### config.mk
export PLATFORM = sky130hd
export DESIGN_NAME = clock_divider_best_fit_search_core_flat
export DESIGN_NICKNAME = d
export VERILOG_FILES = /design/src/design/cdbf_pkg.sv /design/src/design/cdbf_if.sv /design/src/design/cdbf_ctrl.sv /design/src/design/cdbf_datapath.sv /design/src/design/clock_divider_best_fit_search_core.sv /design/src/flat_wrapper.sv
export SDC_FILE = /design/constraint.sdc
export NUM_CORES = 1
export LEC_CHECK = 0
export ABC_AREA = 0
export BUFFER_PORTS_ARGS = -buffer_cell sky130_fd_sc_hd__buf_4
export CAP_MARGIN = 10
export CORE_MARGIN = 4
export CORE_UTILIZATION = 50
export CTS_CLUSTER_SIZE = 16
export DETAILED_ROUTE_END_ITERATION = 6
export GPL_ROUTABILITY_DRIVEN = 0
export PLACE_DENSITY = 0.69
export SLEW_MARGIN = 20
export SYNTH_ARGS = -nofsm -noshare
export SYNTH_HDL_FRONTEND = slang
export SYNTH_SLANG_ARGS = --single-unit
### constraint.sdc
create_clock -name clk -period 9.6 [get_ports clk]
set_clock_uncertainty 0.1 [all_clocks]
set_input_delay 1.92 -clock clk [delete_from_list [all_inputs] [get_ports clk]]
set_output_delay 1.92 -clock clk [all_outputs]
set_load 0.03 [all_outputs]
### src/design/cdbf_pkg.sv
`default_nettype none
// ----------------------------------------------------------------------------
// cdbf_pkg
// Shared types and constants for the clock divider best-fit search core.
// ----------------------------------------------------------------------------
package cdbf_pkg;

    // search space
    localparam int SOURCE_COUNT = 3;
    localparam int POW2_STEPS   = 4;
    localparam int LINEAR_STEPS = 16;

    // rate and field widths
    localparam int RATE_W      = 32;
    localparam int SRC_FIELD_W = 2;
    localparam int EXP_FIELD_W = 2;
    localparam int LIN_FIELD_W = 4;

    // counter widths derived from the search space
    localparam int SRC_W = (SOURCE_COUNT > 1) ? $clog2(SOURCE_COUNT) : 1;
    localparam int N_W   = (POW2_STEPS > 1) ? $clog2(POW2_STEPS) : 1;
    localparam int M_W   = (LINEAR_STEPS > 1) ? $clog2(LINEAR_STEPS) : 1;
    localparam int D_W   = $clog2(LINEAR_STEPS + 1);

    // divider iterations, one quotient bit each
    localparam int DIV_STEPS = RATE_W;
    localparam int BIT_W     = $clog2(DIV_STEPS);

    // register word layout
    localparam int WORD_EN_BIT  = 31;
    localparam int WORD_SRC_LSB = 24;
    localparam int WORD_EXP_LSB = 8;

    // reference oscillator rate after reset
    localparam logic [RATE_W-1:0] REFERENCE_RESET = 32'd24000000;

    // configuration port
    localparam int CFG_IDX_W  = 3;
    localparam int CFG_DATA_W = 32;
    localparam logic [CFG_IDX_W-1:0] REG_REFERENCE_RATE = 3'd0;
    localparam logic [CFG_IDX_W-1:0] REG_PLL0_RATE      = 3'd1;
    localparam logic [CFG_IDX_W-1:0] REG_PLL0_VALID     = 3'd2;
    localparam logic [CFG_IDX_W-1:0] REG_PLL1_RATE      = 3'd3;
    localparam logic [CFG_IDX_W-1:0] REG_PLL1_VALID     = 3'd4;

    // controller states
    typedef enum logic [2:0] {
        ST_IDLE,
        ST_LOAD,
        ST_DIV,
        ST_CMP,
        ST_FINISH
    } cdbf_state_t;

    // controller to datapath
    typedef struct packed {
        logic             start;
        logic             load;
        logic             step;
        logic             compare;
        logic             finish;
        logic [SRC_W-1:0] src;
        logic [N_W-1:0]   n;
        logic [M_W-1:0]   m;
    } cdbf_cmd_t;

    // datapath to controller
    typedef struct packed {
        logic src_valid;
        logic result_busy;
    } cdbf_status_t;

endpackage
`default_nettype wire

### src/design/cdbf_if.sv
`default_nettype none
// ----------------------------------------------------------------------------
// cdbf channel interfaces
// Request channel (target rate) and result channel (chosen divider setting).
// ----------------------------------------------------------------------------
interface cdbf_req_if;
    import cdbf_pkg::*;

    logic              valid;
    logic              ready;
    logic [RATE_W-1:0] target_rate;

    modport source (output valid, output target_rate, input ready);
    modport sink   (input valid, input target_rate, output ready);
endinterface

interface cdbf_rsp_if;
    import cdbf_pkg::*;

    logic                   valid;
    logic                   ready;
    logic                   found;
    logic [SRC_FIELD_W-1:0] source_index;
    logic [EXP_FIELD_W-1:0] pow2_exponent;
    logic [LIN_FIELD_W-1:0] linear_divider_minus_one;
    logic [RATE_W-1:0]      achieved_rate;
    logic [RATE_W-1:0]      rate_error;
    logic [RATE_W-1:0]      clock_register_word;

    modport source (
        output valid, output found, output source_index, output pow2_exponent,
        output linear_divider_minus_one, output achieved_rate, output rate_error,
        output clock_register_word, input ready
    );
    modport sink (
        input valid, input found, input source_index, input pow2_exponent,
        input linear_divider_minus_one, input achieved_rate, input rate_error,
        input clock_register_word, output ready
    );
endinterface
`default_nettype wire

### src/design/cdbf_ctrl.sv
`default_nettype none
// ----------------------------------------------------------------------------
// cdbf_ctrl
// Sequencer for the search: walks source, exponent and linear divider,
// runs the bit-serial divider for each candidate and hands off the result.
// ----------------------------------------------------------------------------
module cdbf_ctrl (
    input  wire                   clk,
    input  wire                   rst_n,
    input  wire                   req_valid,
    output logic                  req_ready,
    input  wire cdbf_pkg::cdbf_status_t status,
    output cdbf_pkg::cdbf_cmd_t   cmd
);
    import cdbf_pkg::*;

    localparam logic [SRC_W-1:0] S_LAST   = SRC_W'(SOURCE_COUNT - 1);
    localparam logic [N_W-1:0]   N_LAST   = N_W'(POW2_STEPS - 1);
    localparam logic [M_W-1:0]   M_LAST   = M_W'(LINEAR_STEPS - 1);
    localparam logic [BIT_W-1:0] BIT_LAST = BIT_W'(DIV_STEPS - 1);

    cdbf_state_t      state_reg, state_next;
    logic [SRC_W-1:0] s_reg, s_next;
    logic [N_W-1:0]   n_reg, n_next;
    logic [M_W-1:0]   m_reg, m_next;
    logic [BIT_W-1:0] bit_reg, bit_next;

    // state and loop counters
    always_ff @(posedge clk or negedge rst_n)
    begin
        if (!rst_n)
        begin
            state_reg <= ST_IDLE;
            s_reg     <= '0;
            n_reg     <= '0;
            m_reg     <= '0;
            bit_reg   <= '0;
        end
        else
        begin
            state_reg <= state_next;
            s_reg     <= s_next;
            n_reg     <= n_next;
            m_reg     <= m_next;
            bit_reg   <= bit_next;
        end
    end

    // next state and commands
    always_comb
    begin
        state_next  = state_reg;
        s_next      = s_reg;
        n_next      = n_reg;
        m_next      = m_reg;
        bit_next    = bit_reg;
        req_ready   = 1'b0;
        cmd.start   = 1'b0;
        cmd.load    = 1'b0;
        cmd.step    = 1'b0;
        cmd.compare = 1'b0;
        cmd.finish  = 1'b0;
        cmd.src     = s_reg;
        cmd.n       = n_reg;
        cmd.m       = m_reg;

        unique case (state_reg)
            ST_IDLE:
            begin
                req_ready = 1'b1;
                if (req_valid)
                begin
                    cmd.start  = 1'b1;
                    s_next     = '0;
                    n_next     = '0;
                    m_next     = '0;
                    state_next = ST_LOAD;
                end
            end
            ST_LOAD:
            begin
                // scan ends at the first unusable source
                if (status.src_valid)
                begin
                    cmd.load   = 1'b1;
                    bit_next   = '0;
                    state_next = ST_DIV;
                end
                else
                begin
                    state_next = ST_FINISH;
                end
            end
            ST_DIV:
            begin
                cmd.step = 1'b1;
                bit_next = bit_reg + BIT_W'(1);
                if (bit_reg == BIT_LAST)
                begin
                    state_next = ST_CMP;
                end
            end
            ST_CMP:
            begin
                cmd.compare = 1'b1;
                state_next  = ST_LOAD;
                if (m_reg == M_LAST)
                begin
                    m_next = '0;
                    if (n_reg == N_LAST)
                    begin
                        n_next = '0;
                        if (s_reg == S_LAST)
                        begin
                            state_next = ST_FINISH;
                        end
                        else
                        begin
                            s_next = s_reg + SRC_W'(1);
                        end
                    end
                    else
                    begin
                        n_next = n_reg + N_W'(1);
                    end
                end
                else
                begin
                    m_next = m_reg + M_W'(1);
                end
            end
            ST_FINISH:
            begin
                // wait for the result register to free up
                if (!status.result_busy)
                begin
                    cmd.finish = 1'b1;
                    state_next = ST_IDLE;
                end
            end
            default:
            begin
                state_next = ST_IDLE;
            end
        endcase
    end

endmodule
`default_nettype wire

### src/design/cdbf_datapath.sv
`default_nettype none
// ----------------------------------------------------------------------------
// cdbf_datapath
// Configuration registers, source select, bit-serial restoring divider,
// best-fit tracking and the result register.
// ----------------------------------------------------------------------------
module cdbf_datapath (
    input  wire                                  clk,
    input  wire                                  rst_n,
    input  wire                                  cfg_write,
    input  wire  [cdbf_pkg::CFG_IDX_W-1:0]       cfg_index,
    input  wire  [cdbf_pkg::CFG_DATA_W-1:0]      cfg_data,
    input  wire  [cdbf_pkg::RATE_W-1:0]          target_rate,
    input  wire  cdbf_pkg::cdbf_cmd_t            cmd,
    output cdbf_pkg::cdbf_status_t               status,
    input  wire                                  rsp_ready,
    output logic                                 rsp_valid,
    output logic                                 found,
    output logic [cdbf_pkg::SRC_FIELD_W-1:0]     source_index,
    output logic [cdbf_pkg::EXP_FIELD_W-1:0]     pow2_exponent,
    output logic [cdbf_pkg::LIN_FIELD_W-1:0]     linear_divider_minus_one,
    output logic [cdbf_pkg::RATE_W-1:0]          achieved_rate,
    output logic [cdbf_pkg::RATE_W-1:0]          rate_error,
    output logic [cdbf_pkg::RATE_W-1:0]          clock_register_word
);
    import cdbf_pkg::*;

    // configuration
    logic [RATE_W-1:0] reference_rate_reg;
    logic [RATE_W-1:0] pll0_rate_reg;
    logic              pll0_valid_reg;
    logic [RATE_W-1:0] pll1_rate_reg;
    logic              pll1_valid_reg;

    // search state
    logic [RATE_W-1:0] target_reg;
    logic [RATE_W-1:0] best_err_reg;
    logic [RATE_W-1:0] best_rate_reg;
    logic [SRC_W-1:0]  best_src_reg;
    logic [N_W-1:0]    best_n_reg;
    logic [M_W-1:0]    best_m_reg;
    logic              found_reg;

    // divider
    logic [RATE_W-1:0] quo_reg, quo_next;
    logic [D_W-1:0]    rem_reg, rem_next;
    logic [D_W-1:0]    divisor_reg;
    logic [D_W:0]      trial;
    logic              trial_ge;

    // result register
    logic              rsp_valid_reg;
    logic              rsp_found_reg;
    logic [SRC_FIELD_W-1:0] rsp_src_reg;
    logic [EXP_FIELD_W-1:0] rsp_exp_reg;
    logic [LIN_FIELD_W-1:0] rsp_lin_reg;
    logic [RATE_W-1:0] rsp_rate_reg;
    logic [RATE_W-1:0] rsp_err_reg;
    logic [RATE_W-1:0] rsp_word_reg;

    logic [RATE_W-1:0] sel_rate;
    logic              src_ok;
    logic [1:0]        src_sel;
    logic [RATE_W-1:0] cand_err;
    logic [7:0]        src_wide, n_wide, m_wide;
    logic [SRC_FIELD_W-1:0] src_f;
    logic [EXP_FIELD_W-1:0] exp_f;
    logic [LIN_FIELD_W-1:0] lin_f;

    // configuration writes
    always_ff @(posedge clk or negedge rst_n)
    begin
        if (!rst_n)
        begin
            reference_rate_reg <= REFERENCE_RESET;
            pll0_rate_reg      <= '0;
            pll0_valid_reg     <= 1'b0;
            pll1_rate_reg      <= '0;
            pll1_valid_reg     <= 1'b0;
        end
        else if (cfg_write)
        begin
            unique case (cfg_index)
                REG_REFERENCE_RATE: reference_rate_reg <= cfg_data[RATE_W-1:0];
                REG_PLL0_RATE:      pll0_rate_reg      <= cfg_data[RATE_W-1:0];
                REG_PLL0_VALID:     pll0_valid_reg     <= cfg_data[0];
                REG_PLL1_RATE:      pll1_rate_reg      <= cfg_data[RATE_W-1:0];
                REG_PLL1_VALID:     pll1_valid_reg     <= cfg_data[0];
                default:            ;
            endcase
        end
    end

    // source select, plls run at half their configured rate
    assign src_sel = 2'(cmd.src);
    always_comb
    begin
        unique case (src_sel)
            2'd0:
            begin
                sel_rate = reference_rate_reg;
                src_ok   = 1'b1;
            end
            2'd1:
            begin
                sel_rate = pll0_rate_reg >> 1;
                src_ok   = pll0_valid_reg;
            end
            2'd2:
            begin
                sel_rate = pll1_rate_reg >> 1;
                src_ok   = pll1_valid_reg;
            end
            default:
            begin
                sel_rate = '0;
                src_ok   = 1'b0;
            end
        endcase
    end

    assign status.src_valid   = src_ok;
    assign status.result_busy = rsp_valid_reg && !rsp_ready;

    // one restoring division step
    assign trial    = {rem_reg, quo_reg[RATE_W-1]};
    assign trial_ge = (trial >= {1'b0, divisor_reg});
    assign rem_next = trial_ge ? D_W'(trial - {1'b0, divisor_reg}) : D_W'(trial);
    assign quo_next = {quo_reg[RATE_W-2:0], trial_ge};

    // candidate error against the target
    assign cand_err = (quo_reg > target_reg) ? (quo_reg - target_reg)
                                             : (target_reg - quo_reg);

    // divider and best-fit registers
    always_ff @(posedge clk)
    begin
        if (cmd.load)
        begin
            quo_reg     <= sel_rate >> cmd.n;
            rem_reg     <= '0;
            divisor_reg <= D_W'(cmd.m) + D_W'(1);
        end
        else if (cmd.step)
        begin
            quo_reg <= quo_next;
            rem_reg <= rem_next;
        end

        if (cmd.start)
        begin
            target_reg   <= target_rate;
            best_err_reg <= target_rate;
        end
        else if (cmd.compare && (cand_err < best_err_reg))
        begin
            best_err_reg  <= cand_err;
            best_rate_reg <= quo_reg;
            best_src_reg  <= cmd.src;
            best_n_reg    <= cmd.n;
            best_m_reg    <= cmd.m;
        end
    end

    // found flag
    always_ff @(posedge clk or negedge rst_n)
    begin
        if (!rst_n)
        begin
            found_reg <= 1'b0;
        end
        else if (cmd.start)
        begin
            found_reg <= 1'b0;
        end
        else if (cmd.compare && (cand_err < best_err_reg))
        begin
            found_reg <= 1'b1;
        end
    end

    // chosen indexes masked to their field widths
    assign src_wide = 8'(best_src_reg);
    assign n_wide   = 8'(best_n_reg);
    assign m_wide   = 8'(best_m_reg);
    assign src_f    = src_wide[SRC_FIELD_W-1:0];
    assign exp_f    = n_wide[EXP_FIELD_W-1:0];
    assign lin_f    = m_wide[LIN_FIELD_W-1:0];

    // result valid
    always_ff @(posedge clk or negedge rst_n)
    begin
        if (!rst_n)
        begin
            rsp_valid_reg <= 1'b0;
        end
        else if (cmd.finish)
        begin
            rsp_valid_reg <= 1'b1;
        end
        else if (rsp_ready)
        begin
            rsp_valid_reg <= 1'b0;
        end
    end

    // result payload
    always_ff @(posedge clk)
    begin
        if (cmd.finish)
        begin
            rsp_found_reg <= found_reg;
            rsp_err_reg   <= best_err_reg;
            if (found_reg)
            begin
                rsp_src_reg  <= src_f;
                rsp_exp_reg  <= exp_f;
                rsp_lin_reg  <= lin_f;
                rsp_rate_reg <= best_rate_reg;
                rsp_word_reg <= (RATE_W'(1) << WORD_EN_BIT)
                              | (RATE_W'(src_f) << WORD_SRC_LSB)
                              | (RATE_W'(exp_f) << WORD_EXP_LSB)
                              | RATE_W'(lin_f);
            end
            else
            begin
                rsp_src_reg  <= '0;
                rsp_exp_reg  <= '0;
                rsp_lin_reg  <= '0;
                rsp_rate_reg <= '0;
                rsp_word_reg <= '0;
            end
        end
    end

    assign rsp_valid                = rsp_valid_reg;
    assign found                    = rsp_found_reg;
    assign source_index             = rsp_src_reg;
    assign pow2_exponent            = rsp_exp_reg;
    assign linear_divider_minus_one = rsp_lin_reg;
    assign achieved_rate            = rsp_rate_reg;
    assign rate_error               = rsp_err_reg;
    assign clock_register_word      = rsp_word_reg;

endmodule
`default_nettype wire

### src/design/clock_divider_best_fit_search_core.sv
`default_nettype none
// ----------------------------------------------------------------------------
// clock_divider_best_fit_search_core
// Finds the source, power-of-two and linear divider whose rate lies closest
// to a requested clock rate.
// ----------------------------------------------------------------------------
//
//   port      | role          | payload
//   ----------+---------------+-------------------------------------------
//   request   | in, ready/val | target_rate
//   result    | out, rdy/val  | found, source_index, pow2_exponent,
//             |               | linear_divider_minus_one, achieved_rate,
//             |               | rate_error, clock_register_word
//   cfg_*     | write only    | register index and data, no read-back
//
// each candidate is one load, a run of the one-bit-per-cycle divider and one
// compare; a full scan covers 192 candidates.
// the scan ends early at the first source that is not valid.
// one request is worked on at a time; request.ready is high only while idle.
// a finished result sits in the output register while the next request runs;
// the search waits at its end only if that register is still occupied.
// reset restores the configuration registers and empties the result register.
// ----------------------------------------------------------------------------
module clock_divider_best_fit_search_core (
    input  wire                               clk,
    input  wire                               rst_n,
    cdbf_req_if.sink                          request,
    cdbf_rsp_if.source                        result,
    input  wire                               cfg_write,
    input  wire [cdbf_pkg::CFG_IDX_W-1:0]     cfg_index,
    input  wire [cdbf_pkg::CFG_DATA_W-1:0]    cfg_data
);
    import cdbf_pkg::*;

    cdbf_cmd_t    cmd;
    cdbf_status_t status;
    logic         req_ready;
    logic         rsp_valid;

    // sequencer
    cdbf_ctrl u_ctrl (
        .clk       (clk),
        .rst_n     (rst_n),
        .req_valid (request.valid),
        .req_ready (req_ready),
        .status    (status),
        .cmd       (cmd)
    );

    // divider, best-fit tracking and result register
    cdbf_datapath u_datapath (
        .clk                      (clk),
        .rst_n                    (rst_n),
        .cfg_write                (cfg_write),
        .cfg_index                (cfg_index),
        .cfg_data                 (cfg_data),
        .target_rate              (request.target_rate),
        .cmd                      (cmd),
        .status                   (status),
        .rsp_ready                (result.ready),
        .rsp_valid                (rsp_valid),
        .found                    (result.found),
        .source_index             (result.source_index),
        .pow2_exponent            (result.pow2_exponent),
        .linear_divider_minus_one (result.linear_divider_minus_one),
        .achieved_rate            (result.achieved_rate),
        .rate_error               (result.rate_error),
        .clock_register_word      (result.clock_register_word)
    );

    assign request.ready = req_ready;
    assign result.valid  = rsp_valid;

endmodule
`default_nettype wire

### src/flat_wrapper.sv
// flat-port wrapper written by rule: the top's interface ports become plain ports
module clock_divider_best_fit_search_core_flat import cdbf_pkg::*;
  (clk, rst_n, cfg_write, cfg_index, cfg_data, request_valid, request_target_rate, request_ready, result_valid, result_found, result_source_index, result_pow2_exponent, result_linear_divider_minus_one, result_achieved_rate, result_rate_error, result_clock_register_word, result_ready);
  cdbf_req_if request_i ();
  cdbf_rsp_if result_i ();
  input  wire clk;
  input  wire rst_n;
  input  wire cfg_write;
  input  wire [cdbf_pkg::CFG_IDX_W-1:0] cfg_index;
  input  wire [cdbf_pkg::CFG_DATA_W-1:0] cfg_data;
  input wire logic [$bits(request_i.valid)-1:0] request_valid;
  input wire logic [$bits(request_i.target_rate)-1:0] request_target_rate;
  output wire logic [$bits(request_i.ready)-1:0] request_ready;
  output wire logic [$bits(result_i.valid)-1:0] result_valid;
  output wire logic [$bits(result_i.found)-1:0] result_found;
  output wire logic [$bits(result_i.source_index)-1:0] result_source_index;
  output wire logic [$bits(result_i.pow2_exponent)-1:0] result_pow2_exponent;
  output wire logic [$bits(result_i.linear_divider_minus_one)-1:0] result_linear_divider_minus_one;
  output wire logic [$bits(result_i.achieved_rate)-1:0] result_achieved_rate;
  output wire logic [$bits(result_i.rate_error)-1:0] result_rate_error;
  output wire logic [$bits(result_i.clock_register_word)-1:0] result_clock_register_word;
  input wire logic [$bits(result_i.ready)-1:0] result_ready;
  assign request_i.valid = request_valid;
  assign request_i.target_rate = request_target_rate;
  assign request_ready = request_i.ready;
  assign result_valid = result_i.valid;
  assign result_found = result_i.found;
  assign result_source_index = result_i.source_index;
  assign result_pow2_exponent = result_i.pow2_exponent;
  assign result_linear_divider_minus_one = result_i.linear_divider_minus_one;
  assign result_achieved_rate = result_i.achieved_rate;
  assign result_rate_error = result_i.rate_error;
  assign result_clock_register_word = result_i.clock_register_word;
  assign result_i.ready = result_ready;
  clock_divider_best_fit_search_core u_core (.clk(clk), .rst_n(rst_n), .request(request_i), .result(result_i), .cfg_write(cfg_write), .cfg_index(cfg_index), .cfg_data(cfg_data));
endmodule
* Yosys cells after proc, flatten, opt, wreduce, memory -nomap -nowiden
Index checks and enable logic that the tools add are counted.
** Operators by class
- Muxes and demuxes :: 42
- Shifts and indexed selects :: 1
- Bitwise logic cells :: 3
- Equal/unequal tests :: 20
- Reduce and logical (&&, ||, !) cells :: 22
- Add/sub/neg operators :: 8
- Magnitude comparators :: 3
** Operators by type and width (number)
- $mux W32 :: 5
- $pmux W32 S3 :: 1
- $sub A32 B32 Y32 :: 2
- $gt A32 B32 Y1 :: 1
- $lt A32 B32 Y1 :: 1
- $or A32 B10 Y32 :: 1
- $or A32 B4 Y32 :: 1
- $shr A32 B2 Y32 :: 1
- $mux W3 :: 7
- $reduce_and A2 Y1 :: 8
- $pmux W3 S5 :: 1
- $ne A2 B2 Y1 const B :: 7
- $mux W1 :: 13
- $eq A3 B2 Y1 const B :: 4
- $mux W2 :: 6
- $mux W5 :: 2
- $pmux W5 S2 :: 1
- $reduce_bool A2 Y1 :: 5
- $mux W4 :: 2
- $pmux W2 S2 :: 2
- $pmux W4 S2 :: 1
- $eq A3 B1 Y1 const B :: 2
- $eq A3 B3 Y1 const B :: 2
- $ge A6 B5 Y1 :: 1
- other kinds (17) :: 22
** Storage, ports and cells
- Word-level logic and storage cells :: 127
- Register bits :: 367
- Bits of input ports :: 72

* Longest topological paths before layout
Gate-level depths: netlist of run 1.
- Word-level depth :: 6
- Depth in mapped cells :: 25
- Depth with buffers taken out :: 23

* Modules after synthesis
From an unflattened synthesis of run 1, not the netlist that was laid out.
** Second synthesis, totals
- Cell total of the unflattened synthesis :: 1601
- Area, all modules :: 18599.1 µm²
** Modules (own cells, without submodules)
- cdbf_datapath :: times used 1, area an instance 17739.5 µm², cells each 1519
- cdbf_ctrl :: times used 1, area an instance 859.6 µm², cells each 82

* Least setup slack after synthesis of run 1
Ideal clock, no wire load.
- Path type :: reg-to-reg
- Start :: register u_core.u_datapath.quo_reg[0]
- End :: register u_core.u_datapath.best_err_reg[0] (enable)
- Slack :: 2782 ps
- Cell stages (with the launch flop) :: 24
- Arrival time :: 6253 ps
- Data required time :: 9034 ps
- Clock period less this slack :: 6818 ps
- Setup time :: 466 ps
- Path through :: edfxtp_1 inv_1 ha_1 inv_1 fa_1 a211oi_2 o311ai_2 a211oi_1 o22ai_2 o21ai_2 buf_6 mux2i_1 o21ai_0 a21oi_1 nor2_1 ha_1 a21o_1 a21o_1 a21oi_1 o21ai_0 a21o_1 a21oi_1 o31ai_1 o21ai_0
** Between the ends
- Longest elaborated chain between the ends :: 5
- Elaborated cells between the ends (all ways) :: 7
- Classes of those cells :: add/sub: 2; order compare: 2; mux: 1; reduce/logical: 2
** Ends and longest elaborated chain
- start, declared :: RTL line cdbf_datapath.sv:45 : logic [RATE_W-1:0] quo_reg, quo_next;
- start signal, assigned :: RTL line cdbf_datapath.sv:140 : quo_reg <= sel_rate >> cmd.n;
- start signal, assigned :: RTL line cdbf_datapath.sv:146 : quo_reg <= quo_next;
- $sub A32 B32 Y32, or another cell as far along :: RTL line cdbf_datapath.sv:133 : : (target_reg - quo_reg);
- $mux W32 * :: RTL line cdbf_datapath.sv:132 : assign cand_err = (quo_reg > target_reg) ? (quo_reg - target_reg)
- $lt A32 B32 Y1 * :: RTL line cdbf_datapath.sv:155 : else if (cmd.compare && (cand_err < best_err_reg))
- $logic_and A1 B1 Y1 * :: RTL line cdbf_datapath.sv:155
- $reduce_bool A2 Y1 (no source line) *
- end signal, assigned :: RTL line cdbf_datapath.sv:153 : best_err_reg <= target_rate;
- end signal, assigned :: RTL line cdbf_datapath.sv:157 : best_err_reg <= cand_err;
- end, declared :: RTL line cdbf_datapath.sv:37 : logic [RATE_W-1:0] best_err_reg;
Every way passes the cells marked *; elsewhere a longest branch is shown, timed or not.
A chain may end at the register's enable or synchronous reset.

* Worst setup path after layout of run 1
- Start :: register u_core.u_datapath.quo_reg[0]
- End :: register u_core.u_datapath.best_rate_reg[0] (enable)
** Between the ends
- Longest elaborated chain between the ends :: 5
- Elaborated cells between the ends (all ways) :: 7
- Classes of those cells :: add/sub: 2; order compare: 2; mux: 1; reduce/logical: 2
** Ends and longest elaborated chain
- $sub A32 B32 Y32, or another cell as far along :: RTL line cdbf_datapath.sv:133
- $mux W32 * :: RTL line cdbf_datapath.sv:132
- $lt A32 B32 Y1 * :: RTL line cdbf_datapath.sv:155
- $logic_and A1 B1 Y1 * :: RTL line cdbf_datapath.sv:155
- $reduce_and A2 Y1 (no source line) *
- end signal, assigned :: RTL line cdbf_datapath.sv:158 : best_rate_reg <= quo_reg;
- end, declared :: RTL line cdbf_datapath.sv:38 : logic [RATE_W-1:0] best_rate_reg;
Marks and branches as above.

==> flow_summary.json, run 1 <==
{
  "final_max_slew_viol_count": 0,
  "grt_pass1_vias": 12400,
  "startpoint": "u_core.u_datapath.quo_reg[0]$_DFFE_PP_",
  "synth_top_area_share_pct": 35.9,
  "clkSinkCount": 334,
  "synth-compound-area-share_pct": 13.2,
  "cts_setup_buffers": 0,
  "setup_tns_ns": 0,
  "hold_class": "register to register",
  "cts_tree": "yes",
  "die_h_um": 198,
  "rsz0062_at_grt": "false",
  "period_minus_slack_ns": 6.67,
  "synthCells": 1588,
  "wl_per_cell_um": 19.4,
  "end_kind": "register",
  "cp-endpoint": "u_core.u_datapath.best_rate_reg[0]$_DFFE_PP_",
  "r2r_end": "u_core.u_datapath.best_rate_reg[0]$_DFFE_PP_",
  "cts_resized": 0,
  "hold_slack_ns": 0.348,
  "crit_slowest_cell": "o21ai_2",
  "start_util_pct": 50.6,
  "cts_buffer_depth": 3,
  "detail_route.vias_per_cell": 5.75,
  "r2r_cells": 24,
  "h-tree-depth": 2,
  "startpoint_type": "register",
  "num_rows": 69,
  "leakage_uw": 0.00867,
  "synth_flop_cell": "edfxtp_1",
  "drtPass1Iterations": 6,
  "crit_path_max_incr_delay_ns": 0.58,
  "syn_area_um2": 18000,
  "dieArea_um2": 39100,
  "synthToLayoutAreaGrowth_pct": 14.5,
  "vdd_ir_drop_max_mv": 0.178,
  "grt_overflow": 0,
  "slew_headroom_pct": 42.1,
  "cp.arrival_ns": 6.76,
  "synthAdderAreaFrac_pct": 7.78,
  "ys_warn_count": 0,
  "status": "finished, final reports clean",
  "layout-drive-gt1-share_pct": 22.7,
  "p_per_area_nw_per_um2": 374,
  "worstMarginPinSlew_ns": 0.868,
  "synth_edf_count": 215,
  "ctsHoldBuffers": 0,
  "synth_cell_type_count": 76,
  "port-buffer-count": 155,
  "grt_antenna_before_repair": 2,
  "clkTransAtPathRegs_ns": 0.06,
  "layout_commonest_cell": "edfxtp_1",
  "synth-simple-area-share_pct": 9.60,
  "worst-path-max-fanout": 23,
  "rr_startpoint": "u_core.u_datapath.quo_reg[0]$_DFFE_PP_",
  "ant_nets": 0,
  "grtUsageTotal_pct": 21.3,
  "vias": 12600,
  "cts-buffers-inserted": 37,
  "finalCritPeriodShare_pct": 69.5,
  "ys_seq_elements": 334,
  "dp_hpwl_um": 30600,
  "drc": 0,
  "yosysTopAreaCell": "edfxtp_1",
  "grt_max_degree": 88,
  "ys_async_sr_fraction_pct": 34.1,
  "clkLatencyLatePin_ns": 0.53,
  "fmax_ghz": 0.150,
  "synth.area.mux_share_pct": 9.58,
  "synth_xor_area_share_pct": 1.56,
  "synth_area_leaders": "edfxtp_1, dfrtp_1, mux2_2, ha_1, a21oi_1",
  "final_cell_mix": "edfxtp_1, buf_4, mux2_2, inv_1",
  "required_ns": 9.69,
  "setup_viol_count_final": 0,
  "path_cells": "inv_1 -> ha_1 -> inv_1 -> fa_1 -> a211oi_2 -> o311ai_2 -> a211oi_1 -> o22ai_2 -> o21ai_2 -> buf_4 -> mux2i_1 -> o21ai_0 -> a21oi_1 -> nor2_1 -> ha_1 -> a21o_1 -> a21o_1 -> a21oi_1 -> o21ai_0 -> a21o_1 -> a21oi_1 -> o31ai_1 -> nor2_4 -> buf_4",
  "yosysSeqAreaShare_pct": 52.4,
  "root_buffer": "clkbuf_16",
  "synth_top_family_by_area": "compound AO/OA/AOI/OAI gates",
  "wl_um": 42600,
  "drtIter0Drc": 1080,
  "io_pins": 179,
  "nets": 1887,
  "r2r_slack_ns": 2.93,
  "grt_pass1_wl_um": 67100,
  "max_cap_violations": 0,
  "syn_avg_cell_area_um2": 11.3,
  "path_class": "register to register",
  "coreArea_um2": 35600,
  "hold_viol_final": 0,
  "die_w_um": 198
}
==> metrics by stage <==
stage                     power [uW]  cells  instance area, um2  setup slack (ns)  util [%]
final                           7710   2196               20600              2.93      57.9
after global routing            8270   2195               20600              2.28      57.9
after CTS                       7690   2194               20600              2.91      57.8
after detailed placement        6270   2126               19400              2.93      54.4
after global placement          6180   2126               19400              3.14      54.4
after floorplan                 5250   1610               18100              2.78         -
==> metal layers <==
| metal | vias to the layer above | share of wire (%) | GRT usage, % |
|---|---|---|---|
| met3 | 86 | 5.9 | 3.31 |
| met5 | - | 0 | 0 |
| met4 | 0 | 3.3 | 6.96 |
| li1 | 5955 | - | - |
| met1 | 6181 | 44 | 30.0 |
| met2 | 407 | 47 | 34.0 |
==> Yosys cell counts (all sizes together), types with 6 or more instances <==
cell type,instances
nor2,91
a211oi,23
dfrtp,104
and2,54
mux2i,23
and3,8
xor2,15
inv,118
xnor2,17
buf,55
nand2,107
mux2,132
a221oi,6
a21o,32
nand3,30
edfxtp,215
nor3,18
a21oi,100
a31oi,9
o31ai,13
nor2b,11
clkbuf,61
o21bai,9
o211ai,15
o21a,11
ha,107
o21ai,90
nand4,19
a222oi,30
dfstp,10
==> cell families (layout without fill, tap and decap cells) <==
| logic type | Yosys count | after routing |
|---|---|---|
| other cells | 1 | 24 |
| simple gates | 359 | 359 |
| buf+inv | 235 | 359 |
| mux | 155 | 155 |
| xor+xnor | 32 | 32 |
| fa+ha+maj | 110 | 110 |
| flops | 334 | 334 |
| compound gates | 362 | 362 |
==> power by group <==
| group | internal, uW | switching, uW |
|---|---|---|
| Clock | 810 | 585 |
| Sequential | 2240 | 297 |
| Combinational | 1500 | 2280 |
| Total | 4550 | 3160 |
==> worst min-delay path by stage <==
stage                                                 start                                         end  cells after the start
3_5_place_dp   u_core.u_datapath.best_err_reg[20]$_DFFE_PP_  u_core.u_datapath.rate_error[20]$_DFFE_PP_                      0
2_1_floorplan   u_core.u_datapath.best_err_reg[0]$_DFFE_PP_   u_core.u_datapath.rate_error[0]$_DFFE_PP_                      0
4_1_cts        u_core.u_datapath.best_err_reg[18]$_DFFE_PP_  u_core.u_datapath.rate_error[18]$_DFFE_PP_                      0
3_3_place_gp   u_core.u_datapath.best_err_reg[18]$_DFFE_PP_  u_core.u_datapath.rate_error[18]$_DFFE_PP_                      0
6_report       u_core.u_datapath.best_err_reg[18]$_DFFE_PP_  u_core.u_datapath.rate_error[18]$_DFFE_PP_                      0
5_1_grt        u_core.u_datapath.best_err_reg[18]$_DFFE_PP_  u_core.u_datapath.rate_error[18]$_DFFE_PP_                      0
==> worst max-delay path: cells and delay by family, from the launching register on <==
kind,cells,cell delay (ns)
DFF,1,0.40
AOI/OAI and AO/OA,14,3.05
muxes,1,0.33
and+or+nand+nor,2,0.63
adders and majority gates,3,0.76
buffers and inverters,4,1.03
==> final cells by class <==
| type | instances | area, um2 |
|---|---|---|
| fill | 3049 | 15000 |
| tap | 461 | 577 |
| clock buffer | 49 | 1050 |
| multi-input combinational | 1041 | 7630 |
| inverter | 119 | 447 |
| sequential | 334 | 9420 |
| antenna | 1 | 2.50 |
| clock inverter | 19 | 161 |
| timing repair buffer | 172 | 1320 |
Power figures use the tool's default switching activity.
==> inputs of run 2 (changes only) <==
ABC_AREA = 1   (was 0)
PLACE_DENSITY = 0.72   (was 0.69)
clock period = 5.9 ns   (was 9.6 ns; I/O delays follow)
==> flow_summary.json, run 2 <==
{
  "status": "finished, final reports clean",
  "cts_tree": "yes",
  "coreArea_um2": 38700,
  "regArea_um2": 9420,
  "rr_startpoint": "u_core.u_datapath.quo_reg[0]$_DFFE_PP_",
  "nets": 2757,
  "cp.arrival_ns": 5.09,
  "cp-endpoint": "u_core.u_datapath.best_m_reg[1]$_DFFE_PP_",
  "drtPass1Iterations": 7,
  "crit_path_max_incr_delay_ns": 0.46,
  "synthToLayoutAreaGrowth_pct": 13.1,
  "synth_cell_type_count": 53,
  "cts_resized": 0,
  "synth.area.mux_share_pct": 0,
  "final_cell_mix": "nand2_1, inv_1, edfxtp_1, buf_4, o21ai_0",
  "netlist_top_cells_count": "nand2_1, inv_1, edfxtp_1",
  "post-route-cell-area_um2": 22200,
  "drtIter0Drc": 1378,
  "grt_antenna_before_repair": 0,
  "grtUsageMet2_pct": 38.1,
  "p_per_area_nw_per_um2": 605,
  "final_max_slew_viol_count": 0,
  "yosysSeqAreaShare_pct": 48.0,
  "start_util_pct": 50.7,
  "cts-buffers-inserted": 35,
  "synth_flop_cell": "edfxtp_1",
  "nFillCells": 3529,
  "synthCells": 2451,
  "startpoint": "u_core.u_datapath.quo_reg[0]$_DFFE_PP_",
  "synthAdderAreaFrac_pct": 7.13,
  "multi_input_area_um2": 8190,
  "synth_most_common_cell": "nand2_1",
  "ctsHoldBuffers": 0,
  "clkTransAtPathRegs_ns": 0.07,
  "worst-path-max-fanout": 44,
  "worst-path-buf-inv": 5,
  "place_area_um2": 21100,
  "grt_max_degree": 73,
  "die_w_um": 206,
  "num_antenna_cells": 0,
  "hold_viol_final": 0,
  "grt_pass1_wl_um": 80900,
  "synth_xor_area_share_pct": 1.70,
  "num_rows": 72,
  "max_cap_violations": 0,
  "r2r_end": "u_core.u_datapath.best_m_reg[1]$_DFFE_PP_",
  "crit_slowest_cell": "buf_4",
  "layout-drive-gt1-share_pct": 10.6,
  "grt_pass1_vias": 15400,
  "root_buffer": "clkbuf_16",
  "setup_viol_count_final": 0,
  "worstMarginPinSlew_ns": 1.06,
  "vias": 16100,
  "ys_async_sr_fraction_pct": 34.1,
  "use_met3_pct": 3.04,
  "cp_common_cell": "nand2_1",
  "ys_warn_count": 0,
  "grt_use_met1_pct": 33.4,
  "grt_overflow": 0,
  "synth-compound-area-share_pct": 8.13,
  "r2r_slack_ns": 0.89,
  "vdd_ir_drop_max_mv": 0.252,
  "io_pins": 179,
  "ys_seq_elements": 334,
  "startpoint_type": "register",
  "clkLatencyLatePin_ns": 0.56,
  "dp_hpwl_um": 38200,
  "die_h_um": 206,
  "r2r_cells": 24,
  "period_minus_slack_ns": 5.01,
  "clkSinkCount": 334,
  "leakage_uw": 0.0112,
  "detail_route.vias_per_cell": 5.15,
  "drc": 0,
  "finalCritPeriodShare_pct": 84.9,
  "synth-simple-area-share_pct": 24.2,
  "synth_area_leaders": "edfxtp_1, nand2_1, dfrtp_1, inv_1, ha_1",
  "rsz0062_at_grt": "false",
  "cts_buffer_depth": 3,
  "wl_per_cell_um": 16.2,
  "fmax_ghz": 0.200,
  "end_kind": "register",
  "grtUsageTotal_pct": 23.9,
  "hold_class": "register to register",
  "crit_family": "simple AND/OR/NAND/NOR gates",
  "h-tree-depth": 2,
  "cts_setup_buffers": 0,
  "syn_area_um2": 19600,
  "slew_headroom_pct": 29.0,
  "path_class": "register to register",
  "worst-path-stages": 24,
  "dieArea_um2": 42500,
  "power_uw": 13400,
  "grt.busiest_layer": "met2",
  "path_cells": "inv_1 -> ha_1 -> inv_1 -> fa_1 -> nand3_1 -> nand3_2 -> nand2_1 -> nand2_1 -> nand2_1 -> nand2_1 -> nand2_1 -> nand2_2 -> nand2_4 -> inv_2 -> nand2_1 -> and2_1 -> ha_1 -> a21oi_1 -> o211a_1 -> nand2_1 -> a31oi_1 -> nand2_1 -> inv_1 -> buf_4",
  "required_ns": 5.98,
  "port-buffer-count": 155,
  "layout_commonest_cell": "nand2_1",
  "yosysTopAreaCell": "edfxtp_1",
  "synth_top_area_share_pct": 32.9,
  "ant_nets": 0,
  "synth_top_family_by_area": "simple AND/OR/NAND/NOR gates",
  "synth_edf_count": 215,
  "wl_um": 50500,
  "setup_tns_ns": 0,
  "syn_avg_cell_area_um2": 8.01
}
[run 2: changes by cell type in the layout (fill, tap and decap cells not counted), sizes merged, moves of 17 or more]
cell / delta
nor2: -17
a222oi: -30
mux2i: -23
a21o: -30
mux2: -132
nand3: +96
nand2: +821
inv: +283
and2: -34
a21oi: -35
a211oi: -22
o21ai: +74
[run 2: final cells by class]
cell class	instances	area share, %
flip-flops and latches	334	42.4
multi-input cells	1625	36.9
inverters	406	6.86
repair buffers	173	5.87
clock buffers	46	4.32
well taps	518	2.92
clock inverters	17	0.716
[run 2: cell families (layout without fill, tap and decap cells)]
group           after synthesis  after routing
flops                       334            334
compound gates              282            282
simple gates               1172           1172
fa+ha+maj                   110            110
other cells                   1             23
xor+xnor                     38             38
buf+inv                     514            642
[run 2: worst min path at each step]
stage | endpoint | cells past startpoint | startpoint
after floorplan | u_core.u_datapath.rate_error[10]$_DFFE_PP_ | 0 | u_core.u_datapath.best_err_reg[10]$_DFFE_PP_
after global placement | u_core.u_datapath.rate_error[11]$_DFFE_PP_ | 0 | u_core.u_datapath.best_err_reg[11]$_DFFE_PP_
after detailed placement | u_core.u_datapath.rate_error[17]$_DFFE_PP_ | 0 | u_core.u_datapath.best_err_reg[17]$_DFFE_PP_
after CTS | u_core.u_datapath.rate_error[16]$_DFFE_PP_ | 0 | u_core.u_datapath.best_err_reg[16]$_DFFE_PP_
after global routing | u_core.u_datapath.rate_error[16]$_DFFE_PP_ | 0 | u_core.u_datapath.best_err_reg[16]$_DFFE_PP_
final | u_core.u_datapath.rate_error[16]$_DFFE_PP_ | 0 | u_core.u_datapath.best_err_reg[16]$_DFFE_PP_
[run 2: report_power, final]
part	total, uW	leakage, uW	internal, uW	switching, uW
clock network	2180	0.000544	1240	934
registers	3970	0.00346	3570	403
logic	7290	0.00716	2420	4870
[run 2: per-layer routing]
metal  vias up  routed length, um  part of all wire (%)
li1       7918                  -                     -
met1      7424              21900                    43
met2       599              23300                    46
met3       124               3320                   6.6
met4         0               2030                   4.0
met5         -                  0                     0
[run 2: metrics by stage]
stage                     util (%)  hold WS (ns)  worst slack, ns  std cells
after global routing          57.3         0.354            0.533       3119
after CTS                     57.3         0.336            0.977       3118
after floorplan                  -         0.326            0.985       2473
after global placement        54.4         0.333             1.17       3055
final                         57.3         0.335            0.894       3119
after detailed placement      54.4         0.332             1.00       3055
